[config.mk]
export PLATFORM = sky130hd
export DESIGN_NAME = vlan_rule_order_compare_flat
export DESIGN_NICKNAME = d
export VERILOG_FILES = /design/src/hw/rtl/vrc_pkg.sv /design/src/hw/rtl/vrc_if.sv /design/src/hw/rtl/vlan_rule_order_compare.sv /design/src/flat_wrapper.sv
export VERILOG_INCLUDE_DIRS = /design/src /design/src/hw/rtl
export SDC_FILE = /design/constraint.sdc
export NUM_CORES = 1
export LEC_CHECK = 0
export BUFFER_PORTS_ARGS = -buffer_cell sky130_fd_sc_hd__buf_2
export CAP_MARGIN = 30
export CORE_ASPECT_RATIO = 0.8
export CORE_MARGIN = 2
export CORE_UTILIZATION = 59
export CTS_CLUSTER_SIZE = 30
export DETAILED_ROUTE_END_ITERATION = 10
export PLACE_DENSITY = 0.84
export SLEW_MARGIN = 20
export SYNTH_ARGS = -nofsm -noshare
export SYNTH_HDL_FRONTEND = slang
export SYNTH_SLANG_ARGS = --single-unit
[constraint.sdc]
create_clock -name clk -period 17.3 [get_ports clk]
set_input_delay 2.595 -clock clk [delete_from_list [all_inputs] [get_ports clk]]
set_output_delay 2.595 -clock clk [all_outputs]
set_load 0.05 [all_outputs]
[src/hw/rtl/vlan_rule_order_compare_macros.svh]
// Assertion helpers used by vlan_rule_order_compare.sv.
`ifndef VLAN_RULE_ORDER_COMPARE_MACROS_SVH
`define VLAN_RULE_ORDER_COMPARE_MACROS_SVH

// Same-cycle implication, checked out of reset.
`define VRC_ASSERT_NOW(label, clk, rst_n, ante, cons) \
    label: assert property (@(posedge clk) disable iff (!rst_n) (ante) |-> (cons)) \
        else $error("vrc assertion failed");

// Next-cycle implication, checked out of reset.
`define VRC_ASSERT_NEXT(label, clk, rst_n, ante, cons) \
    label: assert property (@(posedge clk) disable iff (!rst_n) (ante) |=> (cons)) \
        else $error("vrc assertion failed");

`endif

[src/hw/rtl/vrc_pkg.sv]
package vrc_pkg;

    localparam int ORDER_W  = 24;
    localparam int FILTER_W = 48;
    localparam int TREAT_W  = 42;
    localparam int TPIDS_W  = 32;

    typedef logic signed [1:0] ord_t;

    // Sort order codes
    localparam ord_t ORD_BEFORE = 2'sb11;
    localparam ord_t ORD_EQUAL  = 2'sb00;
    localparam ord_t ORD_AFTER  = 2'sb01;

    // Filter priorities that mark a default rule, and the ethertype "ignore" code
    localparam logic [3:0] PRI_15    = 4'd15;
    localparam logic [3:0] PRI_14    = 4'd14;
    localparam logic [3:0] ET_IGNORE = 4'd0;

    // TPID/DE codes, named after their binary value
    localparam logic [3:0] TDE_0010 = 4'b0010;
    localparam logic [3:0] TDE_0011 = 4'b0011;
    localparam logic [3:0] TDE_0100 = 4'b0100;
    localparam logic [3:0] TDE_0101 = 4'b0101;
    localparam logic [3:0] TDE_0110 = 4'b0110;
    localparam logic [3:0] TDE_0111 = 4'b0111;
    localparam logic [3:0] TDE_1000 = 4'b1000;
    localparam logic [3:0] TDE_1001 = 4'b1001;
    localparam logic [3:0] TDE_1010 = 4'b1010;

endpackage

[src/hw/rtl/vrc_if.sv]
interface vrc_rule_if;
    logic                           valid;
    logic                           ready;
    logic [vrc_pkg::ORDER_W-1:0]    a_order;
    logic [vrc_pkg::FILTER_W-1:0]   a_filter;
    logic [vrc_pkg::TREAT_W-1:0]    a_treatment;
    logic [vrc_pkg::TPIDS_W-1:0]    a_tpids;
    logic [vrc_pkg::ORDER_W-1:0]    b_order;
    logic [vrc_pkg::FILTER_W-1:0]   b_filter;
    logic [vrc_pkg::TREAT_W-1:0]    b_treatment;
    logic [vrc_pkg::TPIDS_W-1:0]    b_tpids;

    modport source (
        output valid, a_order, a_filter, a_treatment, a_tpids,
               b_order, b_filter, b_treatment, b_tpids,
        input  ready
    );
    modport sink (
        input  valid, a_order, a_filter, a_treatment, a_tpids,
               b_order, b_filter, b_treatment, b_tpids,
        output ready
    );
endinterface

interface vrc_result_if;
    logic           valid;
    logic           ready;
    vrc_pkg::ord_t  order_result;

    modport source (
        output valid, order_result,
        input  ready
    );
    modport sink (
        input  valid, order_result,
        output ready
    );
endinterface

[src/hw/rtl/vlan_rule_order_compare.sv]
// Channel   Dir   Payload
// rules     in    a/b order, filter, treatment, tpids
// result    out   order_result (-1 before, 0 equal, 1 after)
//
// One rule pair per cycle unless the result stalls; each pair passes an input register, then a result register.
// The compare chain between the two registers is the only logic stage.
// rst_n clears both valid flags asynchronously; payload registers hold no reset.
// A stalled result holds; rules.ready is high while the input stage is empty or the result stage is free.

`include "vlan_rule_order_compare_macros.svh"

module vlan_rule_order_compare #(
    parameter int SORT_PRIORITY_BITS = 8,
    parameter int FILTER_INDEX_BITS  = 16
) (
    input  logic              clk,
    input  logic              rst_n,
    vrc_rule_if.sink          rules,
    vrc_result_if.source      result
);

    localparam int OW = vrc_pkg::ORDER_W;

    // Larger value sorts later
    function automatic vrc_pkg::ord_t cmp_up(input logic [15:0] a, input logic [15:0] b);
        if (a == b)
            return vrc_pkg::ORD_EQUAL;
        return (a < b) ? vrc_pkg::ORD_BEFORE : vrc_pkg::ORD_AFTER;
    endfunction

    function automatic logic is_default(input logic [vrc_pkg::FILTER_W-1:0] f);
        logic [3:0] op;
        logic [3:0] ip;
        op = f[47:44];
        ip = f[26:23];
        if (f[5:2] != vrc_pkg::ET_IGNORE)
            return 1'b0;
        return (op == vrc_pkg::PRI_15 && ip == vrc_pkg::PRI_15) ||
               (op == vrc_pkg::PRI_15 && ip == vrc_pkg::PRI_14) ||
               (op == vrc_pkg::PRI_14 && ip == vrc_pkg::PRI_14);
    endfunction

    // tag: pri [20:17], vid [16:4], tpid/de [3:0]
    function automatic vrc_pkg::ord_t cmp_tag(
        input logic [20:0] ta,
        input logic [20:0] tb,
        input logic        filt,
        input logic [15:0] ina,
        input logic [15:0] inb,
        input logic [15:0] outa,
        input logic [15:0] outb
    );
        vrc_pkg::ord_t r;
        logic [3:0]    ca;
        logic [3:0]    cb;
        logic          sel_in;
        logic          sel_out;
        ca = ta[3:0];
        cb = tb[3:0];
        r = cmp_up(16'(ta[20:17]), 16'(tb[20:17]));
        if (r != vrc_pkg::ORD_EQUAL)
            return r;
        r = cmp_up(16'(ta[16:4]), 16'(tb[16:4]));
        if (r != vrc_pkg::ORD_EQUAL)
            return r;
        if (ca != cb)
        begin
            // filter codes: larger sorts first; treatment codes: larger sorts later
            if (filt)
                return (ca < cb) ? vrc_pkg::ORD_AFTER : vrc_pkg::ORD_BEFORE;
            return (ca < cb) ? vrc_pkg::ORD_BEFORE : vrc_pkg::ORD_AFTER;
        end
        if (filt)
        begin
            sel_in  = (ca == vrc_pkg::TDE_0101) || (ca == vrc_pkg::TDE_0110) ||
                      (ca == vrc_pkg::TDE_0111);
            sel_out = (ca == vrc_pkg::TDE_1000) || (ca == vrc_pkg::TDE_1001) ||
                      (ca == vrc_pkg::TDE_1010);
        end
        else
        begin
            sel_in  = (ca == vrc_pkg::TDE_1000) || (ca == vrc_pkg::TDE_1001);
            sel_out = (ca == vrc_pkg::TDE_0010) || (ca == vrc_pkg::TDE_0011) ||
                      (ca == vrc_pkg::TDE_0110) || (ca == vrc_pkg::TDE_0111);
        end
        if (sel_in)
            return cmp_up(ina, inb);
        if (sel_out)
            return cmp_up(outa, outb);
        return vrc_pkg::ORD_EQUAL;
    endfunction

    // Input stage
    logic                           s1_valid_reg;
    logic [OW-1:0]                  a_order_reg;
    logic [vrc_pkg::FILTER_W-1:0]   a_filter_reg;
    logic [vrc_pkg::TREAT_W-1:0]    a_treat_reg;
    logic [vrc_pkg::TPIDS_W-1:0]    a_tpids_reg;
    logic [OW-1:0]                  b_order_reg;
    logic [vrc_pkg::FILTER_W-1:0]   b_filter_reg;
    logic [vrc_pkg::TREAT_W-1:0]    b_treat_reg;
    logic [vrc_pkg::TPIDS_W-1:0]    b_tpids_reg;

    // Result stage
    logic                           out_valid_reg;
    vrc_pkg::ord_t                  result_reg;
    vrc_pkg::ord_t                  result_next;

    logic                           out_free;
    logic                           s1_free;
    logic                           s1_adv;

    assign out_free    = !out_valid_reg || result.ready;
    assign s1_adv      = s1_valid_reg && out_free;
    assign s1_free     = !s1_valid_reg || out_free;
    assign rules.ready = s1_free;

    always_ff @(posedge clk or negedge rst_n)
    begin
        if (!rst_n)
        begin
            s1_valid_reg  <= 1'b0;
            out_valid_reg <= 1'b0;
        end
        else
        begin
            if (s1_free)
                s1_valid_reg <= rules.valid;
            if (out_free)
                out_valid_reg <= s1_valid_reg;
        end
    end

    always_ff @(posedge clk)
    begin
        if (rules.valid && s1_free)
        begin
            a_order_reg  <= rules.a_order;
            a_filter_reg <= rules.a_filter;
            a_treat_reg  <= rules.a_treatment;
            a_tpids_reg  <= rules.a_tpids;
            b_order_reg  <= rules.b_order;
            b_filter_reg <= rules.b_filter;
            b_treat_reg  <= rules.b_treatment;
            b_tpids_reg  <= rules.b_tpids;
        end
        if (s1_adv)
            result_reg <= result_next;
    end

    // Sort priority sits above the filter index; bits past the word read as zero
    logic [2*OW-1:0]                a_ord_ext;
    logic [2*OW-1:0]                b_ord_ext;
    logic [SORT_PRIORITY_BITS-1:0]  sa;
    logic [SORT_PRIORITY_BITS-1:0]  sb;
    logic [FILTER_INDEX_BITS-1:0]   ia;
    logic [FILTER_INDEX_BITS-1:0]   ib;
    logic                           da;
    logic                           db;
    vrc_pkg::ord_t                  r_idx;
    vrc_pkg::ord_t                  r_fo;
    vrc_pkg::ord_t                  r_fi;
    vrc_pkg::ord_t                  r_ttr;
    vrc_pkg::ord_t                  r_to;
    vrc_pkg::ord_t                  r_ti;
    logic [3:0]                     ea;
    logic [3:0]                     eb;

    assign a_ord_ext = {{OW{1'b0}}, a_order_reg} >> FILTER_INDEX_BITS;
    assign b_ord_ext = {{OW{1'b0}}, b_order_reg} >> FILTER_INDEX_BITS;
    assign sa = a_ord_ext[SORT_PRIORITY_BITS-1:0];
    assign sb = b_ord_ext[SORT_PRIORITY_BITS-1:0];
    assign ia = a_order_reg[FILTER_INDEX_BITS-1:0];
    assign ib = b_order_reg[FILTER_INDEX_BITS-1:0];
    assign da = is_default(a_filter_reg);
    assign db = is_default(b_filter_reg);
    assign ea = a_filter_reg[5:2];
    assign eb = b_filter_reg[5:2];

    assign r_idx = cmp_up(16'(ia), 16'(ib));
    assign r_fo  = cmp_tag(a_filter_reg[47:27], b_filter_reg[47:27], 1'b1,
                           a_tpids_reg[31:16], b_tpids_reg[31:16],
                           a_tpids_reg[15:0], b_tpids_reg[15:0]);
    assign r_fi  = cmp_tag(a_filter_reg[26:6], b_filter_reg[26:6], 1'b1,
                           a_tpids_reg[31:16], b_tpids_reg[31:16],
                           a_tpids_reg[15:0], b_tpids_reg[15:0]);
    assign r_ttr = cmp_up(16'(a_filter_reg[1:0]), 16'(b_filter_reg[1:0]));
    assign r_to  = cmp_tag(a_treat_reg[41:21], b_treat_reg[41:21], 1'b0,
                           a_tpids_reg[31:16], b_tpids_reg[31:16],
                           a_tpids_reg[15:0], b_tpids_reg[15:0]);
    assign r_ti  = cmp_tag(a_treat_reg[20:0], b_treat_reg[20:0], 1'b0,
                           a_tpids_reg[31:16], b_tpids_reg[31:16],
                           a_tpids_reg[15:0], b_tpids_reg[15:0]);

    // First deciding field wins
    always_comb
    begin
        if (sa != sb)
            result_next = (sa > sb) ? vrc_pkg::ORD_BEFORE : vrc_pkg::ORD_AFTER;
        else if (r_idx != vrc_pkg::ORD_EQUAL)
            result_next = r_idx;
        else if (da != db)
            result_next = da ? vrc_pkg::ORD_AFTER : vrc_pkg::ORD_BEFORE;
        else if (r_fo != vrc_pkg::ORD_EQUAL)
            result_next = r_fo;
        else if (r_fi != vrc_pkg::ORD_EQUAL)
            result_next = r_fi;
        else if (ea != eb)
            result_next = (ea < eb) ? vrc_pkg::ORD_AFTER : vrc_pkg::ORD_BEFORE;
        else if (r_ttr != vrc_pkg::ORD_EQUAL)
            result_next = r_ttr;
        else if (r_to != vrc_pkg::ORD_EQUAL)
            result_next = r_to;
        else
            result_next = r_ti;
    end

    assign result.valid        = out_valid_reg;
    assign result.order_result = result_reg;

    `VRC_ASSERT_NOW(a_code_legal, clk, rst_n, out_valid_reg, result_reg != 2'sb10)
    `VRC_ASSERT_NEXT(a_stage_moves, clk, rst_n, s1_adv, out_valid_reg)
    `VRC_ASSERT_NOW(a_self_equal, clk, rst_n,
        s1_valid_reg && a_order_reg == b_order_reg && a_filter_reg == b_filter_reg &&
        a_treat_reg == b_treat_reg && a_tpids_reg == b_tpids_reg,
        result_next == vrc_pkg::ORD_EQUAL)

endmodule
[src/flat_wrapper.sv]
// flat-port wrapper written by rule: the top's interface ports become plain ports
module vlan_rule_order_compare_flat 
#(
    parameter int SORT_PRIORITY_BITS = 8,
    parameter int FILTER_INDEX_BITS  = 16
)
  (clk, rst_n, rules_valid, rules_a_order, rules_a_filter, rules_a_treatment, rules_a_tpids, rules_b_order, rules_b_filter, rules_b_treatment, rules_b_tpids, rules_ready, result_valid, result_order_result, result_ready);
  vrc_rule_if rules_i ();
  vrc_result_if result_i ();
  input  logic clk;
  input  logic rst_n;
  input wire logic [$bits(rules_i.valid)-1:0] rules_valid;
  input wire logic [$bits(rules_i.a_order)-1:0] rules_a_order;
  input wire logic [$bits(rules_i.a_filter)-1:0] rules_a_filter;
  input wire logic [$bits(rules_i.a_treatment)-1:0] rules_a_treatment;
  input wire logic [$bits(rules_i.a_tpids)-1:0] rules_a_tpids;
  input wire logic [$bits(rules_i.b_order)-1:0] rules_b_order;
  input wire logic [$bits(rules_i.b_filter)-1:0] rules_b_filter;
  input wire logic [$bits(rules_i.b_treatment)-1:0] rules_b_treatment;
  input wire logic [$bits(rules_i.b_tpids)-1:0] rules_b_tpids;
  output wire logic [$bits(rules_i.ready)-1:0] rules_ready;
  output wire logic [$bits(result_i.valid)-1:0] result_valid;
  output wire logic [$bits(result_i.order_result)-1:0] result_order_result;
  input wire logic [$bits(result_i.ready)-1:0] result_ready;
  assign rules_i.valid = rules_valid;
  assign rules_i.a_order = rules_a_order;
  assign rules_i.a_filter = rules_a_filter;
  assign rules_i.a_treatment = rules_a_treatment;
  assign rules_i.a_tpids = rules_a_tpids;
  assign rules_i.b_order = rules_b_order;
  assign rules_i.b_filter = rules_b_filter;
  assign rules_i.b_treatment = rules_b_treatment;
  assign rules_i.b_tpids = rules_b_tpids;
  assign rules_ready = rules_i.ready;
  assign result_valid = result_i.valid;
  assign result_order_result = result_i.order_result;
  assign result_i.ready = result_ready;
  vlan_rule_order_compare #(.SORT_PRIORITY_BITS(SORT_PRIORITY_BITS), .FILTER_INDEX_BITS(FILTER_INDEX_BITS)) u_core (.clk(clk), .rst_n(rst_n), .rules(rules_i), .result(result_i));
endmodule
==> summary.txt, run 1 <==
Yosys
  • Cell count after synthesis: 887
  • Syn. warnings: 0
  • Distinct cells, synth: 64
  • Area leader, netlist: edfxtp_1
  • Synthesized Nets: 1329
  • Synth top area share: 66.9%
  • Area contributors post-synth: edfxtp_1 (67%), ha_1 (14%), inv_1 (4.6%)
  • Main synth FF type: edfxtp_1
  • Post-synthesis sequential area ratio: 67.3%
  • Mapped Area: 13200 µm²
  • Post-synthesis average cell area: 14.9 µm²
  • EDFF count, synth: 294
  • #FFs+latches synth: 296
  • Async set or reset register ratio after synthesis: 0.676%

CTS
  • CTS tree: done
  • H-tree depth: 1
  • Root Buffer Master: clkbuf_16
  • Clock transition at path regs: 0.06 ns
  • CTS Buf Count: 29
  • Clock buffer depth: 3
  • Postcts setup bufs: 0
  • # resized after CTS: 0
  • Num Clock Sinks: 296
  • Hold-fix buffer count after cts: 0
  • Clk_lat worst skew: 0.55 ns

Timing
  • Period utilization: 33.0%
  • Rel. slew slack: 40.0%
  • Top achievable clock speed: 0.175 GHz
  • Setup-failing EPs final: 0
  • Final worst slack: 11.59 ns
  • Post-route setup TNS: 0 ns
  • Slew Limit Fails: 0
  • Worst Skew: 0.0186 ns
  • Final Hold Viols: 0
  • Worst Hold Slack: 0.485 ns
  • Worst-margin pin slew: 0.900 ns
  • Unrepaired setup endpoints after global routing: no
  • Crit path time final: 5.71 ns

Routing
  • DRT iter0 DRCs: 548
  • Routed Antenna Nets: 0
  • Routed vias: 8210
  • Via-to-Cell Ratio: 5.28
  • DR DRC count: 0
  • Drt first pass iters: 5
  • Wirelength per Cell: 17.8 µm
  • DRT Wirelength: 27.7 mm

Worst setup path
  • Crit path largest cell delay: 0.23 ns
  • Critical-path top delay cell: buf_2
  • CP Class: in2out
  • Worst path top cell family by delay: buffers and inverters
  • Data arrival time of the worst path: 3.12 ns
  • Worst-path fanout max: 3
  • Critical Path, Cell by Cell: buf_2, nand3b_1, buf_2
  • Reg2Reg Depth: 9
  • Reg2Reg Setup Slack: 14.10 ns
  • Top cell by count, worst path: buf_2
  • Reg-to-Reg End: u_core.result.order_result[0]$_SDFFCE_PN1P_
  • CP Buf/Inv Count: 2
  • Worst setup EP type: output port
  • Worst R2R Start: u_core.a_tpids_reg[27]$_DFFE_PP_
  • CP required: 14.70 ns
  • Startpoint types: primary input

Placement
  • Gp weighted congestion: 0.824
  • Place WS: 11.59 ns
  • Post-Place Cell Area: 15100 µm²
  • Post-DP HPWL: 21.1 mm
  • Placed Cells: 1489
  • I/O Buffers: 299

Pwr
  • Net Sw Frac: 22.4%
  • Peak supply drop: 0.0000846 V
  • Sequential share of power: 53.2%
  • Int Power: 1.25 mW
  • Leakage power: 7.01 nW
  • Logic pwr share: 10.2%
  • Power, Total: 1.62 mW
  • Psw: 0.362 mW
  • Pwr Density: 101 nW/µm²
  • Power share of the clock group: 36.6%

GRT
  • Total congestion overflow: 0
  • All-Layer GR Usage: 23.4%
  • Vias in the first global route: 8355
  • Pin count of the biggest net entering global routing: 87
  • First-pass GRT wire length: 41.5 mm
  • Initial antenna violation count: 14

Layout
  • Cell area after layout: 16100 µm²
  • Share of layout cells above drive strength 1: 29.6%
  • Final Non-Filler Cells: 1555
  • Final net count: 1664
  • Area Overhead vs Synth: 21.7%
  • Fin util: 73.9%

Die
  • Core ar.: 21700 µm²
  • Cell Rows: 48
  • Starting Density: 60.7%
  • DIE AREA: 23600 µm²
  • Die Wd: 171 µm
  • Die Ht: 138 µm
  • I/O pin cnt: 300

Worst hold path
  • Worst Hold Depth: 1
  • Hold path endpoint: u_core.result.valid$_DFFE_PN0P_
  • HP Start: u_core.s1_valid_reg$_DFFE_PN0N_
  • Hold WC Path Type: reg2reg

Status
  • Outcome: finished clean

Job
  • MaxCap Viol Count: 0
==> worst register-to-register path, cell delays in order, from the launching register on <==
cell	delay [ns]
edfxtp_1	0.38
ha_1	0.32
nand4_1	0.19
nor4_2	0.82
nor2_1	0.15
nand2_1	0.09
nor2_1	0.04
a2111oi_1	0.55
a21oi_1	0.13
o2111ai_1	0.32
==> power by group through the flow <==
| stage | clock (mW) | sequential, mW | combinational [mW] |
|---|---|---|---|
| floorplan | 0 | 0.884 | 0.0946 |
| global placement | 0 | 0.872 | 0.154 |
| detailed placement | 0 | 0.875 | 0.162 |
| CTS | 0.603 | 0.860 | 0.165 |
| global route | 0.630 | 0.863 | 0.188 |
| finish | 0.592 | 0.859 | 0.165 |
==> cell usage in the layout, fill, tap and decap left out, types with 3 or more instances in the layout <==
cell type / netlist / routed
nor4_2: 4 / 4
a2111o_1: 4 / 4
clkinv_2: 0 / 8
o21a_1: 4 / 4
nand2_1: 18 / 18
o21ai_0: 20 / 20
nand3_1: 12 / 12
or3_1: 4 / 4
clkbuf_1: 0 / 7
inv_1: 161 / 161
nand4_2: 5 / 5
a21oi_1: 37 / 37
buf_4: 0 / 3
nand4_1: 30 / 30
a21o_1: 10 / 10
clkbuf_16: 0 / 29
nor2b_1: 14 / 14
nor4_1: 6 / 6
edfxtp_1: 294 / 294
o21ai_1: 4 / 4
a31oi_1: 3 / 3
nand2b_1: 9 / 9
clkinv_1: 0 / 6
and2_1: 4 / 3
o211ai_1: 9 / 9
o2111ai_1: 6 / 6
ha_1: 146 / 146
a211oi_1: 6 / 6
a221oi_1: 3 / 3
diode_2: 0 / 10
nor2_1: 17 / 17
nor3_1: 6 / 6
buf_2: 0 / 299
o21bai_1: 3 / 3
==> final cells by class <==
cell class                 count  area (µm²)
sequential                   296        8880
antenna                       10        25.0
tap                          300         375
clock inverter                18         139
clock buffer                  36         752
fill                        1416        5680
timing repair buffer         304        1570
inverter                     161         604
multi-input combinational    430        3720
==> per-layer routing <==
layer  up-vias  global-route usage (%)  share of wire [%]
li1       4013                       -                  -
met1      3849                    29.1                 41
met2       273                    40.4                 48
met3        65                    5.37                7.1
met4        10                    8.52                3.1
met5         -                       0               0.21
==> cell usage after synthesis, types with 2 or more instances <==
| cell | number |
|---|---|
| or2_1 | 2 |
| o31ai_1 | 2 |
| nor3_1 | 6 |
| o211ai_1 | 9 |
| nor4_2 | 4 |
| nand2b_1 | 9 |
| dfrtp_1 | 2 |
| nor4_4 | 2 |
| o21bai_1 | 3 |
| o22ai_1 | 2 |
| nand4_1 | 30 |
| a21oi_1 | 37 |
| nor2b_1 | 14 |
| o21ai_1 | 4 |
| and2_1 | 4 |
| nor4_1 | 6 |
| a2111oi_1 | 2 |
| a21o_1 | 10 |
| or4_4 | 2 |
| ha_1 | 146 |
| edfxtp_1 | 294 |
| a2111o_1 | 4 |
| nor2_1 | 17 |
| a211o_1 | 2 |
| o21ai_0 | 20 |
| a32oi_1 | 2 |
| o21a_1 | 4 |
| or3_1 | 4 |
| inv_1 | 161 |
| nand2_1 | 18 |
| a211oi_1 | 6 |
| nand3_1 | 12 |
| a2111oi_0 | 2 |
| and3_1 | 2 |
| a221oi_1 | 3 |
| a31oi_1 | 3 |
| o2111ai_1 | 6 |
| nand4_2 | 5 |
==> worst max-delay path by stage <==
stage | cells past startpoint | from | endpoint
2_1_floorplan | 2 | result_ready | u_core.a_filter_reg[0]$_DFFE_PP_
3_3_place_gp | 3 | result_ready | rules_ready
3_5_place_dp | 5 | result_ready | u_core.a_filter_reg[37]$_DFFE_PP_
4_1_cts | 3 | result_ready | rules_ready
5_1_grt | 3 | result_ready | rules_ready
6_report | 3 | result_ready | rules_ready
==> cell families (layout without fill, tap and decap cells) <==
logic type	Yosys count	count (layout)	synth area share, %
flip-flops	296	296	67.3
buffers and inverters	161	519	4.58
AND/OR/NAND/NOR	150	150	7.37
adder cells (fa/ha/maj)	147	147	13.9
AO/OA/AOI/OAI	132	132	6.81
XOR/XNOR	1	1	0.0664
other	0	10	0
No activity file was read; power rests on OpenSTA's default activity.
==> run 2: changes to the inputs <==
CORE_UTILIZATION = 49   (was 59)
PLACE_DENSITY = 0.74   (was 0.84)
clock period = 4.6 ns   (was 17.3 ns; I/O delays follow)
==> run 2 against run 1 <==
Critical endpoint is now u_core.result.order_result[1]$_DFFE_PP_. Clock skew shrank 0.0099 ns. Sequential share of layout area shrank 0.52 points. Clock power grew to 3.9 times the previous value. Non-clock buffer count grew 2.
==> summary.txt, run 2 (synthesis results as in run 1) <==
Timing
  • Period utilization: 66.0%
  • Post-route setup TNS: 0 ns
  • Worst Skew: 0.00873 ns
  • Slew Limit Fails: 0
  • Final Hold Viols: 0
  • Unrepaired setup endpoints after global routing: no
  • Rel. slew slack: 43.8%
  • Setup-failing EPs final: 0
  • Worst-margin pin slew: 0.837 ns
  • Crit path time final: 3.04 ns
  • Top achievable clock speed: 0.329 GHz

Routing
  • Drt first pass iters: 4
  • Via-to-Cell Ratio: 5.12
  • Wirelength per Cell: 17.0 µm
  • Routed Antenna Nets: 0
  • DRT Wirelength: 27.4 mm
  • Routed vias: 8254
  • DR DRC count: 0
  • DRT iter0 DRCs: 301

Worst setup path
  • Data arrival time of the worst path: 3.43 ns
  • CP required: 4.99 ns
  • Worst setup EP type: flop
  • Crit path largest cell delay: 0.78 ns
  • Critical-path top delay cell: nor4_2
  • Critical Path, Cell by Cell: ha_1, nand4_1, nor4_2, nor2_1, or4_4, nand4b_1, a311oi_1, a32oi_1, o211ai_1
  • Startpoint types: flop
  • CP Class: reg2reg
  • Worst-path fanout max: 5

CTS
  • Clk_lat worst skew: 0.55 ns
  • Num Clock Sinks: 296
  • H-tree depth: 1
  • CTS Buf Count: 30
  • Root Buffer Master: clkbuf_16
  • Clock buffer depth: 3
  • CTS tree: done
  • Clock transition at path regs: 0.07 ns

GRT
  • First-pass GRT wire length: 42.8 mm
  • All-Layer GR Usage: 19.6%
  • Pin count of the biggest net entering global routing: 66
  • Total congestion overflow: 0
  • Vias in the first global route: 8394
  • Initial antenna violation count: 13

Layout
  • Share of layout cells above drive strength 1: 29.6%
  • Filler instances: 2045
  • Most common cell after layout, fill and taps aside: buf_2
  • Leading cell types in the layout, fill and taps excluded: buf_2 (299), edfxtp_1 (294), inv_1 (161)
  • Cell area after layout: 16200 µm²
  • Area Overhead vs Synth: 22.8%
  • Final Non-Filler Cells: 1613
  • Final net count: 1667

Die
  • Die Ht: 151 µm
  • Cell Rows: 53
  • Starting Density: 50.0%
  • Core ar.: 26400 µm²
  • I/O pin cnt: 300
  • Die Wd: 188 µm
  • DIE AREA: 28300 µm²

Status
  • Outcome: finished clean

Pwr
  • Peak supply drop: 0.000308 V
  • Pwr Density: 380 nW/µm²
  • Leakage power: 7.04 nW

Worst hold path
  • Hold WC Path Type: in2reg

Job
  • MaxCap Viol Count: 0

Placement
  • I/O Buffers: 299
  • Placed Cells: 1549
  • Post-DP HPWL: 21.3 mm
  • Post-Place Cell Area: 15200 µm²
  • Gp weighted congestion: 0.832
==> run 2: cell count changes in the layout (fill, tap and decap cells not counted), sizes merged <==
cell | previous run | this run
dlygate4sd3 | 0 | 1
buf | 304 | 305
clkbuf | 36 | 33
clkinvlp | 1 | 3
inv | 162 | 161
clkinv | 14 | 17
diode | 10 | 8
==> run 2: area by class of cell <==
| class | count | area (µm²) | area share (%) |
|---|---|---|---|
| multi-input cells | 430 | 3720 | 22.9 |
| clock buffers | 33 | 783 | 4.83 |
| well taps | 357 | 447 | 2.76 |
| clock inverters | 22 | 158 | 0.972 |
| inverters | 161 | 604 | 3.73 |
| repair buffers | 306 | 1600 | 9.88 |
| flip-flops and latches | 296 | 8880 | 54.8 |
| diodes | 8 | 20.0 | 0.123 |
==> run 2: metrics by stage <==
step / total power [mW] / setup slack [ns] / hold slack (ns) / utilization (%)
4_1_cts: 6.25 / 1.53 / 0.279 / 61.3
6_report: 6.17 / 1.56 / 0.309 / 61.4
2_1_floorplan: 3.64 / 0.869 / 0.394 / -
3_5_place_dp: 3.91 / 1.54 / 0.475 / 57.7
5_1_grt: 6.44 / 1.31 / 0.285 / 61.4
3_3_place_gp: 3.88 / 1.66 / 0.475 / 57.7
==> run 2: power breakdown <==
group	switching [mW]	internal [mW]	leakage (nW)
clock network	0.990	1.33	0.454
logic	0.345	0.275	3.74
registers	0.0547	3.17	2.84
total	1.39	4.78	7.04
==> run 2: critical path: cells and delay by family, from the launching register on <==
kind | cells | cell delay, ns
adders and majority gates | 1 | 0.32
DFF | 1 | 0.37
and+or+nand+nor | 5 | 1.76
AOI/OAI and AO/OA | 3 | 0.44
==> run 2: worst paths after layout <==
kind	end	depth (start not counted)	slack [ns]	startpoint
max	u_core.result.order_result[1]$_DFFE_PP_	9	1.56	u_core.a_tpids_reg[27]$_DFFE_PP_
min	u_core.b_order_reg[15]$_DFFE_PP_	1	0.31	rules_b_order[15]
max reg2reg	u_core.result.order_result[1]$_DFFE_PP_	9	1.56	u_core.a_tpids_reg[27]$_DFFE_PP_
min reg2reg	u_core.result.valid$_DFFE_PN0P_	1	0.50	u_core.s1_valid_reg$_DFFE_PN0N_
max in group asynchronous	u_core.s1_valid_reg$_DFFE_PN0N_	2	4.05	rst_n
min in group asynchronous	u_core.result.valid$_DFFE_PN0P_	2	0.45	rst_n
==> run 2: repair_timing <==
action,in CTS,in global routing
hold endpoints to repair,2,0
resized for setup,0,0
hold buffers,1,0
setup buffers,0,0
==> run 2: per-layer routing <==
layer  global-route usage [%]  part of all wire [%]  vias up
li1                         -                     -     4029
met1                     26.0                    44     3934
met2                     32.5                    46      226
met3                     5.10                   7.0       55
met4                     4.88                   2.3       10
met5                        0                  0.24        -
==> run 3: changes to the inputs <==
clock period = 2.6 ns   (was 4.6 ns; I/O delays follow)
==> run 3 against run 2 <==
The flow now finishes with violations (setup timing). Final cell count rose by 18%. Sequential cell count unchanged. Total power is 92% higher. Count of clock-buffer cells in the layout up 7. Utilization is 11 points higher. Sequential share of layout area fell by 8.6 points. Register-to-register slack worse by 1.8 ns. Sequential power is 77% higher.
==> summary.txt, run 3 (synthesis results as in run 1) <==
CTS
  • H-tree depth: 1
  • Num Clock Sinks: 296
  • CTS tree: done
  • Root Buffer Master: clkbuf_16
  • Clk_lat worst skew: 0.56 ns
  • Clock transition at path regs: 0.07 ns
  • CTS Buf Count: 30
  • Clock buffer depth: 3

Die
  • Starting Density: 50.0%
  • Die Ht: 151 µm
  • Core ar.: 26400 µm²
  • DIE AREA: 28300 µm²
  • Cell Rows: 53
  • I/O pin cnt: 300
  • Die Wd: 188 µm

GRT
  • Total congestion overflow: 0
  • Vias in the first global route: 10600
  • Pin count of the biggest net entering global routing: 56
  • Initial antenna violation count: 4
  • All-Layer GR Usage: 25.2%
  • First-pass GRT wire length: 54.9 mm

Routing
  • DR DRC count: 0
  • DRT iter0 DRCs: 527
  • Routed vias: 9709
  • Wirelength per Cell: 18.9 µm
  • DRT Wirelength: 35.9 mm
  • Drt first pass iters: 4
  • Via-to-Cell Ratio: 5.10
  • Routed Antenna Nets: 0

Worst setup path
  • CP Class: reg2reg
  • Worst-path fanout max: 3
  • Startpoint types: flop
  • Worst setup EP type: flop
  • CP startpoint: u_core.a_treat_reg[34]$_DFFE_PP_
  • Worst R2R Start: u_core.a_treat_reg[34]$_DFFE_PP_
  • CP required: 2.90 ns
  • Data arrival time of the worst path: 3.11 ns

Timing
  • Rel. slew slack: 56.4%
  • Worst Skew: 0.0128 ns
  • Unrepaired setup endpoints after global routing: yes
  • Final worst slack: -0.210 ns
  • Worst Hold Slack: 0.0167 ns
  • Setup-failing EPs final: 2
  • Slew Limit Fails: 0
  • Final Hold Viols: 0
  • Crit path time final: 2.81 ns
  • Worst-margin pin slew: 0.648 ns
  • Period utilization: 108%
  • Top achievable clock speed: 0.356 GHz

Placement
  • Place WS: -0.189 ns
  • Post-Place Cell Area: 15500 µm²
  • Gp weighted congestion: 0.855
  • Post-DP HPWL: 21.9 mm
  • I/O Buffers: 299

Layout
  • Filler instances: 1693
  • Area Overhead vs Synth: 45.8%
  • Fin util: 72.9%
  • Final net count: 1962
  • Multi-input gate area: 3810 µm²
  • Share of layout cells above drive strength 1: 27.0%
  • Most common cell after layout, fill and taps aside: buf_2
  • Register area: 8880 µm²
  • Leading cell types in the layout, fill and taps excluded: buf_2 (299), edfxtp_1 (294), dlygate4sd3_1 (261)
  • Cell area after layout: 19200 µm²

Pwr
  • Net Sw Frac: 22.8%
  • Peak supply drop: 0.000564 V
  • Pwr Density: 614 nW/µm²
  • Logic pwr share: 13.1%
  • Power share of the clock group: 38.4%
  • Power, Total: 11.8 mW
  • Sequential share of power: 48.5%
  • Leakage power: 8.35 nW
  • Psw: 2.69 mW
  • Int Power: 9.13 mW

Job
  • MaxCap Viol Count: 0

Worst hold path
  • Hold WC Path Type: in2reg
  • HP Start: rules_a_treatment[25]

Status
  • Violated checks: setup timing
  • Outcome: finished with violations
==> run 3: power by group through the flow <==
stage / combinational, mW / sequential (mW) / clock, mW
floorplan: 0.631 / 5.81 / 0
global placement: 1.10 / 5.80 / 0
detailed placement: 1.14 / 5.82 / 0
CTS: 1.47 / 5.72 / 4.58
global route: 1.71 / 5.75 / 4.80
finish: 1.55 / 5.73 / 4.54
==> run 3: path summary, 6_finish.rpt <==
check                      slack [ns]                                     endpoint  cells past startpoint
setup / recovery                -0.21  u_core.result.order_result[0]$_SDFFCE_PN1P_                      9
hold / removal                   0.02             u_core.a_treat_reg[25]$_DFFE_PP_                      1
setup reg to reg                -0.21  u_core.result.order_result[0]$_SDFFCE_PN1P_                      9
hold reg to reg                  0.54              u_core.result.valid$_DFFE_PN0P_                      1
max in group asynchronous        2.33              u_core.result.valid$_DFFE_PN0P_                      2
min in group asynchronous        0.15              u_core.s1_valid_reg$_DFFE_PN0N_                      2
==> run 3: what timing repair did <==
item	CTS	global route
pin swaps	5	3
endpoints found under the setup margin	2	2
hold buffers	260	1
buffers inserted	0	0
hold endpoints to repair	261	1
resized for setup	5	7
==> run 3: metal layers <==
metal  vias to the layer above  track usage (%)  share of wire, %
li1                       4618                -                 -
met1                      4619             30.1                40
met2                       391             46.8                51
met3                        77             4.56               5.8
met4                         4             7.83               3.1
met5                         -                0             0.089
==> run 3: cell type report <==
type	instances	share of cell area (%)
Tap cell	357	2.32
Clock inverter	15	1.03
Timing Repair Buffer	601	23.2
Inverter	161	3.14
Antenna cell	2	0.0260
Clock buffer	40	4.31
Sequential cell	296	46.1
Multi-Input combinational cell	430	19.8
==> run 3: critical path, stage by stage, from the launching register on <==
cell	delay, ns
edfxtp_1	0.42
ha_4	0.29
nand4_1	0.13
or4_4	0.60
nor4_4	0.29
a41oi_2	0.16
a32oi_2	0.29
o211ai_1	0.11
a21oi_1	0.14
o2111ai_1	0.12
==> run 3: metrics by stage <==
| stage | TNS (ns) | std cells |
|---|---|---|
| floorplan | -288.19 | 887 |
| global placement | -0.181 | 1584 |
| detailed placement | -0.329 | 1584 |
| CTS | -0.246 | 1899 |
| global route | -0.648 | 1902 |
| finish | -0.380 | 1902 |
